File: src/hdl/cswrle_pkg.sv
// ----------------------------------------------------------------------------
// cswrle_pkg
// Shared widths, register indexes and status codes of the CSW pulse decoder.
// ----------------------------------------------------------------------------
package cswrle_pkg;

    localparam int unsigned C_SAMPLE_W = 32;   // extended run length
    localparam int unsigned C_DIGIT_W  = 8;    // multiplier digit
    localparam int unsigned C_RATE_W   = 24;   // sample rate register
    localparam int unsigned C_COUNT_W  = 25;   // pulse counters
    localparam int unsigned C_TICK_W   = 54;   // tick count
    localparam int unsigned C_TICK_K_W = 22;   // width of the tick rate

    localparam logic [C_TICK_K_W-1:0] C_TICK_RATE  = 22'd3500000;
    localparam logic [C_COUNT_W-1:0]  C_MAX_PULSES = 25'd16777216;
    localparam logic [C_RATE_W-1:0]   C_RATE_RESET = 24'd44100;

    // configuration register indexes
    localparam logic C_REG_RATE        = 1'b0;
    localparam logic C_REG_PULSE_TOTAL = 1'b1;

    // result status codes
    localparam logic [2:0] C_ST_PULSE     = 3'd0;
    localparam logic [2:0] C_ST_BLOCK_OK  = 3'd1;
    localparam logic [2:0] C_ST_TRUNC     = 3'd2;
    localparam logic [2:0] C_ST_EXT_TRUNC = 3'd3;
    localparam logic [2:0] C_ST_ZERO      = 3'd4;
    localparam logic [2:0] C_ST_TRAILING  = 3'd5;

    typedef enum logic [2:0] {
        ST_IDLE = 3'b001,
        ST_CONV = 3'b010,
        ST_EMIT = 3'b100
    } t_state;

endpackage

File: src/hdl/cswrle_mul.sv
// ----------------------------------------------------------------------------
// cswrle_mul
// Digit-serial multiply of a sample count by the tick rate, plus a rounding
// term; one byte of the sample count per cycle, most significant first.
// ----------------------------------------------------------------------------
module cswrle_mul (
    input  logic                               i_clk,
    input  logic                               i_rst_n,
    input  logic                               i_start,
    input  logic [cswrle_pkg::C_SAMPLE_W-1:0]  i_samples,
    input  logic [cswrle_pkg::C_RATE_W-2:0]    i_half,
    output logic                               o_done,
    output logic [cswrle_pkg::C_TICK_W-1:0]    o_product
);

    localparam int unsigned DIGITS = cswrle_pkg::C_SAMPLE_W / cswrle_pkg::C_DIGIT_W;
    localparam int unsigned CNT_W  = $clog2(DIGITS);
    localparam int unsigned PP_W   = cswrle_pkg::C_DIGIT_W + cswrle_pkg::C_TICK_K_W;
    localparam int unsigned SW     = cswrle_pkg::C_SAMPLE_W;
    localparam int unsigned TW     = cswrle_pkg::C_TICK_W;
    localparam int unsigned DW     = cswrle_pkg::C_DIGIT_W;

    logic                          r_busy;
    logic                          r_done;
    logic [CNT_W-1:0]              r_cnt;
    logic [SW-1:0]                 r_smp;
    logic [cswrle_pkg::C_RATE_W-2:0] r_half;
    logic [TW-1:0]                 r_acc;

    logic [DW-1:0]                 w_digit;
    logic [PP_W-1:0]               w_pp;
    logic                          w_last;
    logic [TW-1:0]                 n_acc;

    always_comb begin
        w_digit = r_smp[SW-1 -: DW];
        w_pp    = PP_W'(w_digit) * PP_W'(cswrle_pkg::C_TICK_RATE);
        w_last  = (r_cnt == CNT_W'(DIGITS - 1));
        // Horner step; the rounding term joins on the final digit
        n_acc   = {r_acc[TW-DW-1:0], {DW{1'b0}}} + TW'(w_pp)
                + (w_last ? TW'(r_half) : {TW{1'b0}});
    end

    always_ff @(posedge i_clk) begin
        if (!i_rst_n) begin
            r_busy <= 1'b0;
            r_done <= 1'b0;
            r_cnt  <= '0;
        end else begin
            r_done <= !i_start && r_busy && w_last;
            if (i_start) begin
                r_busy <= 1'b1;
                r_cnt  <= '0;
            end else if (r_busy) begin
                r_cnt <= r_cnt + 1'b1;
                if (w_last)
                    r_busy <= 1'b0;
            end
        end
    end

    always_ff @(posedge i_clk) begin
        if (i_start) begin
            r_smp  <= i_samples;
            r_half <= i_half;
            r_acc  <= '0;
        end else if (r_busy) begin
            r_smp <= {r_smp[SW-DW-1:0], {DW{1'b0}}};
            r_acc <= n_acc;
        end
    end

    assign o_done    = r_done;
    assign o_product = r_acc;

endmodule

File: src/hdl/cswrle_div.sv
// ----------------------------------------------------------------------------
// cswrle_div
// Bit-serial restoring divider: one quotient bit per cycle, the quotient
// shifting in behind the dividend in the same register.
// ----------------------------------------------------------------------------
module cswrle_div (
    input  logic                              i_clk,
    input  logic                              i_rst_n,
    input  logic                              i_start,
    input  logic [cswrle_pkg::C_TICK_W-1:0]   i_num,
    input  logic [cswrle_pkg::C_RATE_W-1:0]   i_den,
    output logic                              o_done,
    output logic [cswrle_pkg::C_TICK_W-1:0]   o_quot
);

    localparam int unsigned TW    = cswrle_pkg::C_TICK_W;
    localparam int unsigned RW    = cswrle_pkg::C_RATE_W;
    localparam int unsigned CNT_W = $clog2(TW);

    logic              r_busy;
    logic              r_done;
    logic [CNT_W-1:0]  r_cnt;
    logic [TW-1:0]     r_num;
    logic [RW-1:0]     r_rem;
    logic [RW-1:0]     r_den;

    logic [RW:0]       w_trial;
    logic [RW:0]       w_diff;
    logic              w_ge;
    logic              w_last;

    always_comb begin
        w_trial = {r_rem, r_num[TW-1]};
        w_ge    = (w_trial >= {1'b0, r_den});
        w_diff  = w_trial - {1'b0, r_den};
        w_last  = (r_cnt == CNT_W'(TW - 1));
    end

    always_ff @(posedge i_clk) begin
        if (!i_rst_n) begin
            r_busy <= 1'b0;
            r_done <= 1'b0;
            r_cnt  <= '0;
        end else begin
            r_done <= !i_start && r_busy && w_last;
            if (i_start) begin
                r_busy <= 1'b1;
                r_cnt  <= '0;
            end else if (r_busy) begin
                r_cnt <= r_cnt + 1'b1;
                if (w_last)
                    r_busy <= 1'b0;
            end
        end
    end

    always_ff @(posedge i_clk) begin
        if (i_start) begin
            r_num <= i_num;
            r_rem <= '0;
            r_den <= i_den;
        end else if (r_busy) begin
            // partial remainder stays below the divisor, so RW bits hold it
            r_rem <= w_ge ? w_diff[RW-1:0] : w_trial[RW-1:0];
            r_num <= {r_num[TW-2:0], w_ge};
        end
    end

    assign o_done = r_done;
    assign o_quot = r_num;

endmodule

File: src/hdl/csw_rle_pulse_decoder_unit.sv
// ----------------------------------------------------------------------------
// csw_rle_pulse_decoder_unit
// Turns CSW run-length bytes into pulse lengths in 3.5 MHz ticks.
// ----------------------------------------------------------------------------
// Input stream: one word per byte of the pulse block. tdata carries the byte,
// tuser is 1 when the byte is present (0 for an empty end marker), tlast
// closes the block. Output stream: one word per pulse or error, and for the
// last input word one word with any pulse or error and the end (none if the
// block already failed); tuser holds pulse_valid and status, tlast marks it.
// Configuration: write the sample rate (index 0) and the pulse total (index 1)
// while the unit is idle; a zero rate counts as 1.
// Sequence: a byte that yields a pulse is multiplied byte-wide by the tick
// rate, then divided by the sample rate in the one-bit-per-cycle divider, and
// its result waits in the pending register until the output register is free;
// words with no pulse go straight to that handoff. Escape and length bytes
// that complete nothing leave the unit idle and ready for the next byte.
// The input is held off while a word is in conversion or in handoff.
// Reset: registers return to 44100 Hz and a pulse total of zero, the block
// state clears and the output is empty.
// Stall: a finished word waits in the output register; the next input word is
// accepted meanwhile, and the result after it waits until that one is taken.
// ----------------------------------------------------------------------------
module csw_rle_pulse_decoder_unit (
    input  logic        i_clk,
    input  logic        i_rst_n,
    // configuration
    input  logic        i_cfg_we,
    input  logic        i_cfg_addr,
    input  logic [24:0] i_cfg_wdata,
    // input stream
    input  logic        s_axis_tvalid,
    output logic        s_axis_tready,
    input  logic [7:0]  s_axis_tdata,   // [7:0] data_byte
    input  logic        s_axis_tuser,   // [0] has_byte
    input  logic        s_axis_tlast,   // last
    // output stream
    output logic        m_axis_tvalid,
    input  logic        m_axis_tready,
    output logic [55:0] m_axis_tdata,   // [53:0] pulse_ticks, [55:54] zero
    output logic [3:0]  m_axis_tuser,   // [0] pulse_valid, [3:1] status
    output logic        m_axis_tlast    // block_end
);

    localparam int unsigned SW = cswrle_pkg::C_SAMPLE_W;
    localparam int unsigned TW = cswrle_pkg::C_TICK_W;
    localparam int unsigned CW = cswrle_pkg::C_COUNT_W;
    localparam int unsigned RW = cswrle_pkg::C_RATE_W;

    // configuration
    logic [RW-1:0]        r_rate_hz;
    logic [CW-1:0]        r_pulse_total;

    // block state
    logic [2:0]           r_esc;
    logic [SW-1:0]        r_acc;
    logic [CW-1:0]        r_done;
    logic                 r_failed;
    logic [2:0]           n_esc;
    logic [SW-1:0]        n_acc;
    logic [CW-1:0]        n_done;
    logic                 n_failed;

    cswrle_pkg::t_state   r_state;

    // pending result
    logic                 r_pend_valid;
    logic [2:0]           r_pend_status;
    logic                 r_pend_end;
    logic [TW-1:0]        r_pend_ticks;

    // output register
    logic                 r_m_valid;
    logic [TW-1:0]        r_m_ticks;
    logic                 r_m_pulse;
    logic [2:0]           r_m_status;
    logic                 r_m_end;

    logic                 w_in_acc;
    logic [RW-1:0]        w_rate;
    logic [CW-1:0]        w_lim;
    logic [SW-1:0]        w_acc_full;
    logic                 w_have_pulse;
    logic                 w_errored;
    logic [2:0]           w_err;
    logic                 w_result;
    logic [2:0]           w_status;
    logic                 w_end;
    logic [SW-1:0]        w_samples;
    logic                 w_out_free;

    logic                 w_mul_done;
    logic [TW-1:0]        w_product;
    logic                 w_div_done;
    logic [TW-1:0]        w_quot;

    assign w_in_acc      = s_axis_tvalid && s_axis_tready;
    assign s_axis_tready = (r_state == cswrle_pkg::ST_IDLE);
    assign w_rate        = (r_rate_hz == '0) ? RW'(1) : r_rate_hz;
    assign w_lim         = (r_pulse_total > cswrle_pkg::C_MAX_PULSES)
                         ? cswrle_pkg::C_MAX_PULSES : r_pulse_total;
    assign w_out_free    = !r_m_valid || m_axis_tready;

    // extended length byte placed little-endian by escape phase
    always_comb begin
        case (r_esc)
            3'd1:    w_acc_full = r_acc | {24'b0, s_axis_tdata};
            3'd2:    w_acc_full = r_acc | {16'b0, s_axis_tdata, 8'b0};
            3'd3:    w_acc_full = r_acc | {8'b0, s_axis_tdata, 16'b0};
            3'd4:    w_acc_full = r_acc | {s_axis_tdata, 24'b0};
            default: w_acc_full = r_acc;
        endcase
    end

    always_comb begin
        n_esc        = r_esc;
        n_acc        = r_acc;
        n_done       = r_done;
        n_failed     = r_failed;
        w_have_pulse = 1'b0;
        w_errored    = 1'b0;
        w_err        = cswrle_pkg::C_ST_PULSE;
        w_result     = 1'b0;
        w_status     = cswrle_pkg::C_ST_PULSE;
        w_end        = 1'b0;
        w_samples    = '0;
        if (w_in_acc) begin
            if (r_failed) begin
                if (s_axis_tlast) begin
                    n_esc    = '0;
                    n_acc    = '0;
                    n_done   = '0;
                    n_failed = 1'b0;
                end
            end else begin
                if (s_axis_tuser) begin
                    if (r_esc == 3'd0) begin
                        if (r_done >= w_lim) begin
                            w_errored = 1'b1;
                            w_err     = cswrle_pkg::C_ST_TRAILING;
                        end else if (s_axis_tdata != 8'd0) begin
                            w_have_pulse = 1'b1;
                            w_samples    = SW'(s_axis_tdata);
                            n_done       = r_done + 1'b1;
                        end else begin
                            n_esc = 3'd1;
                            n_acc = '0;
                        end
                    end else if (r_esc == 3'd4) begin
                        n_esc = '0;
                        n_acc = '0;
                        if (w_acc_full == '0) begin
                            w_errored = 1'b1;
                            w_err     = cswrle_pkg::C_ST_ZERO;
                        end else begin
                            w_have_pulse = 1'b1;
                            w_samples    = w_acc_full;
                            n_done       = r_done + 1'b1;
                        end
                    end else begin
                        n_esc = r_esc + 3'd1;
                        n_acc = w_acc_full;
                    end
                end
                if (!s_axis_tlast) begin
                    if (w_errored) begin
                        w_result = 1'b1;
                        w_status = w_err;
                        n_failed = 1'b1;
                    end else if (w_have_pulse) begin
                        w_result = 1'b1;
                    end
                end else begin
                    w_result = 1'b1;
                    w_end    = 1'b1;
                    if (w_errored)
                        w_status = w_err;
                    else if (n_esc != 3'd0)
                        w_status = cswrle_pkg::C_ST_EXT_TRUNC;
                    else if (n_done < w_lim)
                        w_status = cswrle_pkg::C_ST_TRUNC;
                    else
                        w_status = cswrle_pkg::C_ST_BLOCK_OK;
                    n_esc    = '0;
                    n_acc    = '0;
                    n_done   = '0;
                    n_failed = 1'b0;
                end
            end
        end
    end

    always_ff @(posedge i_clk) begin
        if (!i_rst_n) begin
            r_rate_hz     <= cswrle_pkg::C_RATE_RESET;
            r_pulse_total <= '0;
        end else if (i_cfg_we) begin
            unique case (i_cfg_addr)
                cswrle_pkg::C_REG_RATE:        r_rate_hz     <= i_cfg_wdata[RW-1:0];
                cswrle_pkg::C_REG_PULSE_TOTAL: r_pulse_total <= i_cfg_wdata[CW-1:0];
                default: ;
            endcase
        end
    end

    always_ff @(posedge i_clk) begin
        if (!i_rst_n) begin
            r_esc    <= '0;
            r_acc    <= '0;
            r_done   <= '0;
            r_failed <= 1'b0;
        end else begin
            r_esc    <= n_esc;
            r_acc    <= n_acc;
            r_done   <= n_done;
            r_failed <= n_failed;
        end
    end

    always_ff @(posedge i_clk) begin
        if (!i_rst_n) begin
            r_state   <= cswrle_pkg::ST_IDLE;
            r_m_valid <= 1'b0;
        end else begin
            if (r_state == cswrle_pkg::ST_EMIT && w_out_free)
                r_m_valid <= 1'b1;
            else if (m_axis_tready)
                r_m_valid <= 1'b0;
            unique case (r_state)
                cswrle_pkg::ST_IDLE: begin
                    if (w_result)
                        r_state <= w_have_pulse ? cswrle_pkg::ST_CONV : cswrle_pkg::ST_EMIT;
                end
                cswrle_pkg::ST_CONV: begin
                    if (w_div_done)
                        r_state <= cswrle_pkg::ST_EMIT;
                end
                cswrle_pkg::ST_EMIT: begin
                    if (w_out_free)
                        r_state <= cswrle_pkg::ST_IDLE;
                end
                default: r_state <= cswrle_pkg::ST_IDLE;
            endcase
        end
    end

    always_ff @(posedge i_clk) begin
        if (w_result) begin
            r_pend_valid  <= w_have_pulse;
            r_pend_status <= w_status;
            r_pend_end    <= w_end;
            r_pend_ticks  <= '0;
        end else if (w_div_done) begin
            // round-to-nearest can give zero for very high rates
            r_pend_ticks <= (w_quot == '0) ? TW'(1) : w_quot;
        end
        if (r_state == cswrle_pkg::ST_EMIT && w_out_free) begin
            r_m_ticks  <= r_pend_ticks;
            r_m_pulse  <= r_pend_valid;
            r_m_status <= r_pend_status;
            r_m_end    <= r_pend_end;
        end
    end

    cswrle_mul u_mul (
        .i_clk     (i_clk),
        .i_rst_n   (i_rst_n),
        .i_start   (w_in_acc && w_have_pulse),
        .i_samples (w_samples),
        .i_half    (w_rate[RW-1:1]),
        .o_done    (w_mul_done),
        .o_product (w_product)
    );

    cswrle_div u_div (
        .i_clk   (i_clk),
        .i_rst_n (i_rst_n),
        .i_start (w_mul_done),
        .i_num   (w_product),
        .i_den   (w_rate),
        .o_done  (w_div_done),
        .o_quot  (w_quot)
    );

    assign m_axis_tvalid = r_m_valid;
    assign m_axis_tdata  = {2'b00, r_m_ticks};
    assign m_axis_tuser  = {r_m_status, r_m_pulse};
    assign m_axis_tlast  = r_m_end;

    a_esc_range: assert property (@(posedge i_clk) disable iff (!i_rst_n)
        r_esc <= 3'd4)
        else $error("escape phase out of range");

    a_pulse_nonzero: assert property (@(posedge i_clk) disable iff (!i_rst_n)
        r_m_valid && r_m_pulse |-> r_m_ticks != '0)
        else $error("pulse word with zero ticks");

    a_nopulse_zero: assert property (@(posedge i_clk) disable iff (!i_rst_n)
        r_m_valid && !r_m_pulse |-> r_m_ticks == '0 && r_m_status != cswrle_pkg::C_ST_PULSE)
        else $error("non-pulse word carries ticks or pulse status");

    a_div_in_conv: assert property (@(posedge i_clk) disable iff (!i_rst_n)
        w_div_done |-> r_state == cswrle_pkg::ST_CONV)
        else $error("divider finished outside conversion");

    a_block_clear: assert property (@(posedge i_clk) disable iff (!i_rst_n)
        w_in_acc && s_axis_tlast |=> r_esc == 3'd0 && r_done == '0 && !r_failed)
        else $error("block state not cleared after last word");

endmodule

File: config.mk
export PLATFORM = sky130hd
export DESIGN_NAME = csw_rle_pulse_decoder_unit
export DESIGN_NICKNAME = d
export VERILOG_FILES = /design/src/hdl/cswrle_pkg.sv /design/src/hdl/cswrle_mul.sv /design/src/hdl/cswrle_div.sv /design/src/hdl/csw_rle_pulse_decoder_unit.sv
export SDC_FILE = /design/constraint.sdc
export NUM_CORES = 1
export LEC_CHECK = 0
export ABC_AREA = 1
export BUFFER_PORTS_ARGS = -buffer_cell sky130_fd_sc_hd__buf_2
export CORE_MARGIN = 1
export CORE_UTILIZATION = 45
export CTS_CLUSTER_SIZE = 20
export DETAILED_ROUTE_END_ITERATION = 10
export PLACE_DENSITY = 0.65
export REMOVE_ABC_BUFFERS = 1
export SETUP_SLACK_MARGIN = 0.5
export SLEW_MARGIN = 20
export SYNTH_ARGS = -nofsm -noshare
export SYNTH_HDL_FRONTEND = slang
export SYNTH_SLANG_ARGS = --single-unit
File: constraint.sdc
create_clock -name i_clk -period 7.09 [get_ports i_clk]
set_clock_uncertainty 0.15 [all_clocks]
set_input_delay 0.3545 -clock i_clk [delete_from_list [all_inputs] [get_ports i_clk]]
set_output_delay 0.3545 -clock i_clk [all_outputs]
set_load 0.05 [all_outputs]
## Word-level counts from Yosys, hierarchy flattened

Cells that the tools add are included.

| cells by class | value |
|---|---|
| add/subtract/negate cells | 7 |
| multipliers | 1 |
| multiplexer cells | 97 |
| bitwise logic cells | 7 |
| reduce and logical (&&, ||, !) cells | 29 |
| $lt $le $gt $ge | 4 |
| equality and inequality tests | 15 |

Operator list:

| kind | number |
|---|---|
| $mux 32 | 16 |
| $mux 25 | 12 |
| $mux 54 | 3 |
| $pmux 32 s4 | 1 |
| $mux 3 | 22 |
| $add 54x30->54 | 1 |
| $add 54x54->54 | 1 |
| $logic_not 54->1 | 1 |
| $mux 24 | 2 |
| $mux 1 | 35 |
| $logic_not 32->1 | 1 |
| $or 32x16->32 | 1 |
| $or 32x24->32 | 1 |
| $or 32x32->32 | 1 |
| $or 32x8->32 | 1 |
| $add 25x1->25 const B | 1 |
| $ge 25x24->1 | 1 |
| $ge 25x25->1 | 1 |
| $gt 25x25->1 const B | 1 |
| $lt 25x25->1 | 1 |
| $mul 8x17->25 const B | 1 |
| $logic_not 24->1 | 1 |
| $sub 24x24->24 | 1 |
| $mux 23 | 1 |
| 26 further kinds | 52 |

| word-level totals | value |
|---|---|
| register bits | 455 |
| bits of input ports | 41 |
| output and inout port bits | 63 |
| word-level logic and storage cells | 189 |

## Logic depth before layout (Yosys ltp)

| depth | value |
|---|---|
| depth in word-level cells | 16 |
| gate-level depth with buffers | 37 |

## Modules after synthesis

Synthesis repeated with hierarchy kept, for this count alone.

| unflattened totals | value |
|---|---|
| cells, all modules | 3,761 |
| area, all modules | 28,060.7 µm² |

By module, submodules not included:

| module | cells an instance | area each (µm²) | instances | seq. area each (µm²) |
|---|---|---|---|---|
| csw_rle_pulse_decoder_unit | 1,522 | 11,671.2 | 1 | 5,285.1 |
| cswrle_mul | 1,389 | 10,019.6 | 1 | 2,812.7 |
| cswrle_div | 850 | 6,369.9 | 1 | 2,982.9 |

## Worst setup path after synthesis

No wires, ideal clock.

| path | value |
|---|---|
| path kind | register to register |
| start | register u_mul.r_smp[30] |
| end | register u_mul.r_acc[47], in the netlist u_mul.o_product[47] |
| setup slack | 39 ps |
| setup time | 59 ps |
| required time | 6,881 ps |
| stages on the path, launching flop included | 36 |
| buffers on the path | 0 |
| data arrival time | 6,842 ps |
| cells stage by stage | edfxtp_1 fa_1 inv_1 fa_1 fa_1 fa_1 inv_1 ha_1 inv_1 o21bai_1 a21oi_1 o21ai_0 a21oi_1 o21ai_0 a21boi_0 o21ai_0 a21boi_0 o21ai_0 nand2_1 nand2_1 inv_1 ha_1 ha_1 nand2_1 nor2_1 inv_1 nor2_1 nand3_1 o21ai_0 nand3_1 inv_1 nand2_1 nor2_1 inv_1 o21ai_0 a22o_1 |

| between the ends | value |
|---|---|
| cells in the longest elaborated chain, start to end | 3 |

Ends and longest elaborated chain:

| item | line | RTL |
|---|---|---|
| start: declaration | cswrle_mul.sv:26 | `logic [SW-1:0] r_smp;` |
| start signal: assignment | cswrle_mul.sv:64 | `r_smp <= i_samples;` |
| start signal: assignment | cswrle_mul.sv:68 | `r_smp <= {r_smp[SW-DW-1:0], {DW{1'b0}}};` |
| $mul 8x17->25 | cswrle_mul.sv:37 | `w_pp = PP_W'(w_digit) * PP_W'(cswrle_pkg::C_TICK_RATE);` |
| $add 54x30->54 | cswrle_mul.sv:40 | `n_acc = {r_acc[TW-DW-1:0], {DW{1'b0}}} + TW'(w_pp)` |
| $add 54x54->54 | cswrle_mul.sv:41 | `+ (w_last ? TW'(r_half) : {TW{1'b0}});` |
| end signal: assignment | cswrle_mul.sv:69 | `r_acc <= n_acc;` |
| end: declaration | cswrle_mul.sv:28 | `logic [TW-1:0] r_acc;` |

Every way passes these cells.
A chain may end at the register's enable or synchronous reset.

## Final worst setup path

| path | value |
|---|---|
| start | register u_mul.r_smp[29] |
| end | register u_mul.r_acc[40], in the netlist u_mul.o_product[40] |

The elaborated chain is that of the path after synthesis.

==> flow_summary_export.csv <==
group,metric,value,unit
setup_path,worstSetupEndpointType,"register",
clock_tree,cts.root.buffer_cell,"clkbuf_16",
clock_tree,cts_num_sinks,455,
clock_tree,cts_max_level,2,
timing,fin_crit_sh,91.4,%
timing,fmax,0.154,GHz
layout,multi_input_area,13400,µm²
grt,grt_start_max_net_pins,100,
setup_path,rrSetupSlack,0.61,ns
clock_tree,clockBufferDepth,3,
synth,ys_seq_elements,455,
floorplan,die-area,59100,µm²
grt,grt_pass1_vias,21100,
synth,syn-instance-count,3051,
floorplan,rows,88,
floorplan,die_h,243,µm
layout,seq_area,11100,µm²
setup_path,crit_required,7.47,ns
grt,grt_pass1_wl,110000,µm
setup_path,cp-start-kind,"register",
timing,worst_hold_slack,0.0413,ns
synth,ys.flop_type,"dfxtp_1",
floorplan,io-pin-count,104,
worst_hold_path,hold_path_class,"primary input to register",
floorplan,start_util,45.4,%
timing,rsz0062_at_grt,"yes",
route,route.detailed.drc,0,
synth,synth-seq-area-share,42.4,%
route,drtIter0Drc,1584,
route,vias,21300,
route,wirelength,68800,µm
setup_path,cp_max_fo,4,
route,wl_per_cell,17.2,µm
synth,synth-edff-count,197,
route,avgViaCountPerCell,5.35,
setup_path,crit_arrival,6.86,ns
grt,gr-total-overflow,0,
job,cap_viol_max_count,0,
synth,synth_most_common_cell,"nand2_1",
grt,track_usage,23.1,%
floorplan,floorplan.core_area,57600,µm²
grt,antenna_found_initial,0,
layout,layout.nets,3461,
place,place_ws,-0.282,ns
timing,finalSetupViolations,0,
clock_tree,cts_tree,"done",
synth,postSynthAreaPerCell,8.57,µm²
layout,antenna_cells,0,
place,place.gp.congestion,0.928,
synth,synth_area_leader_cell,"edfxtp_1",
clock_tree,insertion_delay,0.60,ns
route,ant_nets,0,
layout,fillers,5311,
timing,report.final.slew_viol_count,0,
timing,finalHoldViolCount,0,
place,dpl.hpwl,50500,µm
synth,syn-cell-area,26200,µm²
timing,period_minus_slack,6.48,ns
timing,layout_setup_ws,0.607,ns
layout,areaGrowthSynthToFinish,15.4,%
run_status,status,"finished clean",
clock_tree,clkTransAtPathRegs,0.06,ns
synth,synthDistinctLibCells,65,
timing,slew_headroom,36.5,%
synth,synthTopCellsByArea,"edfxtp_1, dfxtp_1, ha_1, nand2_1, inv_1",
setup_path,crit_slowest_cell,"fa_1",
floorplan,die_width,243,µm
timing,worstMarginPinSlew,0.952,ns
layout,drive_above_1_share,15.0,%
synth,yosys_warnings,0,
setup_path,crit_type,"register to register",
synth,ys_top_cells_by_count,"nand2_1, inv_1, dfxtp_1",
synth,synth_top_area_share,22.6,%
route,dr.pass1.iters,6,
place,port_buffers,101,
setup_path,max_stage_delay,0.59,ns
synth,async_flop_share,0,%
clock_tree,cts-buffers-inserted,51,
==> registers in the layout (all words and copies together) (netlist names), 2 cells and up <==
name and cells:
r_state 3, r_acc 32, r_done 25, u_div.o_quot 54
r_rate_hz 24, r_pend_ticks 54, u_div.r_cnt 6, r_m_ticks 54
u_mul.o_product 54, u_div.r_rem 24, r_pulse_total 25, u_mul.r_smp 32
r_esc 3, r_pend_status 3, u_mul.r_cnt 2, u_mul.r_half 23
u_div.r_den 24, r_m_status 3
==> critical path, delay by kind of cell (launching register included) <==
family / cells / cell delay, ns
fa+ha+maj: 7 / 3.13
buf+inv: 10 / 1.06
compound gates: 6 / 0.85
simple gates: 8 / 0.74
flops: 1 / 0.41
xor+xnor: 1 / 0.07
==> area by class of cell <==
| cell class | instances | area share (%) |
|---|---|---|
| Timing Repair Buffer | 209 | 4.67 |
| Clock inverter | 30 | 0.775 |
| Clock buffer | 65 | 4.64 |
| Inverter | 445 | 5.54 |
| Tap cell | 765 | 3.17 |
| Multi-Input combinational cell | 2020 | 44.5 |
| Sequential cell | 455 | 36.7 |
==> path summary, 6_finish.rpt <==
check                            startpoint                               end  cells past startpoint
setup / recovery  u_mul.r_smp[29]$_DFFE_PP_  u_mul.o_product[40]$_SDFFE_PP0P_                     32
hold / removal                 s_axis_tlast             r_failed$_SDFFE_PN0P_                      4
setup reg to reg  u_mul.r_smp[29]$_DFFE_PP_  u_mul.o_product[40]$_SDFFE_PP0P_                     32
hold reg to reg    r_pend_end$_SDFFCE_PP0P_            m_axis_tlast$_DFFE_PP_                      0
==> through the flow <==
step           cells  setup TNS [ns]  utilization (%)  area [µm²]
2_1_floorplan   2920               0                -       25500
4_1_cts         3984               0             51.8       29900
3_3_place_gp    3855          -0.139             47.8       27500
5_1_grt         3989               0             52.4       30200
6_report        3989               0             52.4       30200
3_5_place_dp    3855           -1.29             47.8       27500
==> metal layers <==
metal	up-vias	share of wire (%)	GRT usage [%]
met2	554	49	40.3
li1	10500	-	-
met4	0	2.4	6.38
met5	-	0	0
met3	123	4.6	2.96
met1	10200	44	29.8
==> cell families (layout without fill, tap and decap cells) <==
kind of cell | after synthesis | after routing | synth area share, %
buffers and inverters | 577 | 749 | 8.87
and+or+nand+nor | 1035 | 1035 | 16.8
AOI/OAI and AO/OA | 657 | 657 | 15.9
DFF | 455 | 455 | 42.4
muxes | 4 | 4 | 0.153
xor gates and xnor gates | 84 | 84 | 2.81
adders and majority gates | 238 | 238 | 13.1
other | 1 | 2 | 0.0143
==> cell usage in the layout (no fill, tap or decap), types with 77 or more instances in the layout <==
cell type	instances
a21oi_1	189
buf_2	101
buf_4	77
dfxtp_1	256
edfxtp_1	197
ha_1	158
inv_1	425
nand2_1	548
nand3_1	88
nor2_1	235
o21ai_0	193
==> timing repair <==
action	in CTS	in global routing
hold buffers	26	0
pin swaps	42	39
setup buffers	8	5
gates resized for setup	83	80
setup endpoints to repair	32	32
hold endpoints to repair	49	0
gates cloned	0	0
Power is left out: the tool's default activity adds up to more than one toggle a clock period on the data nets, which glitch-free logic cannot reach.
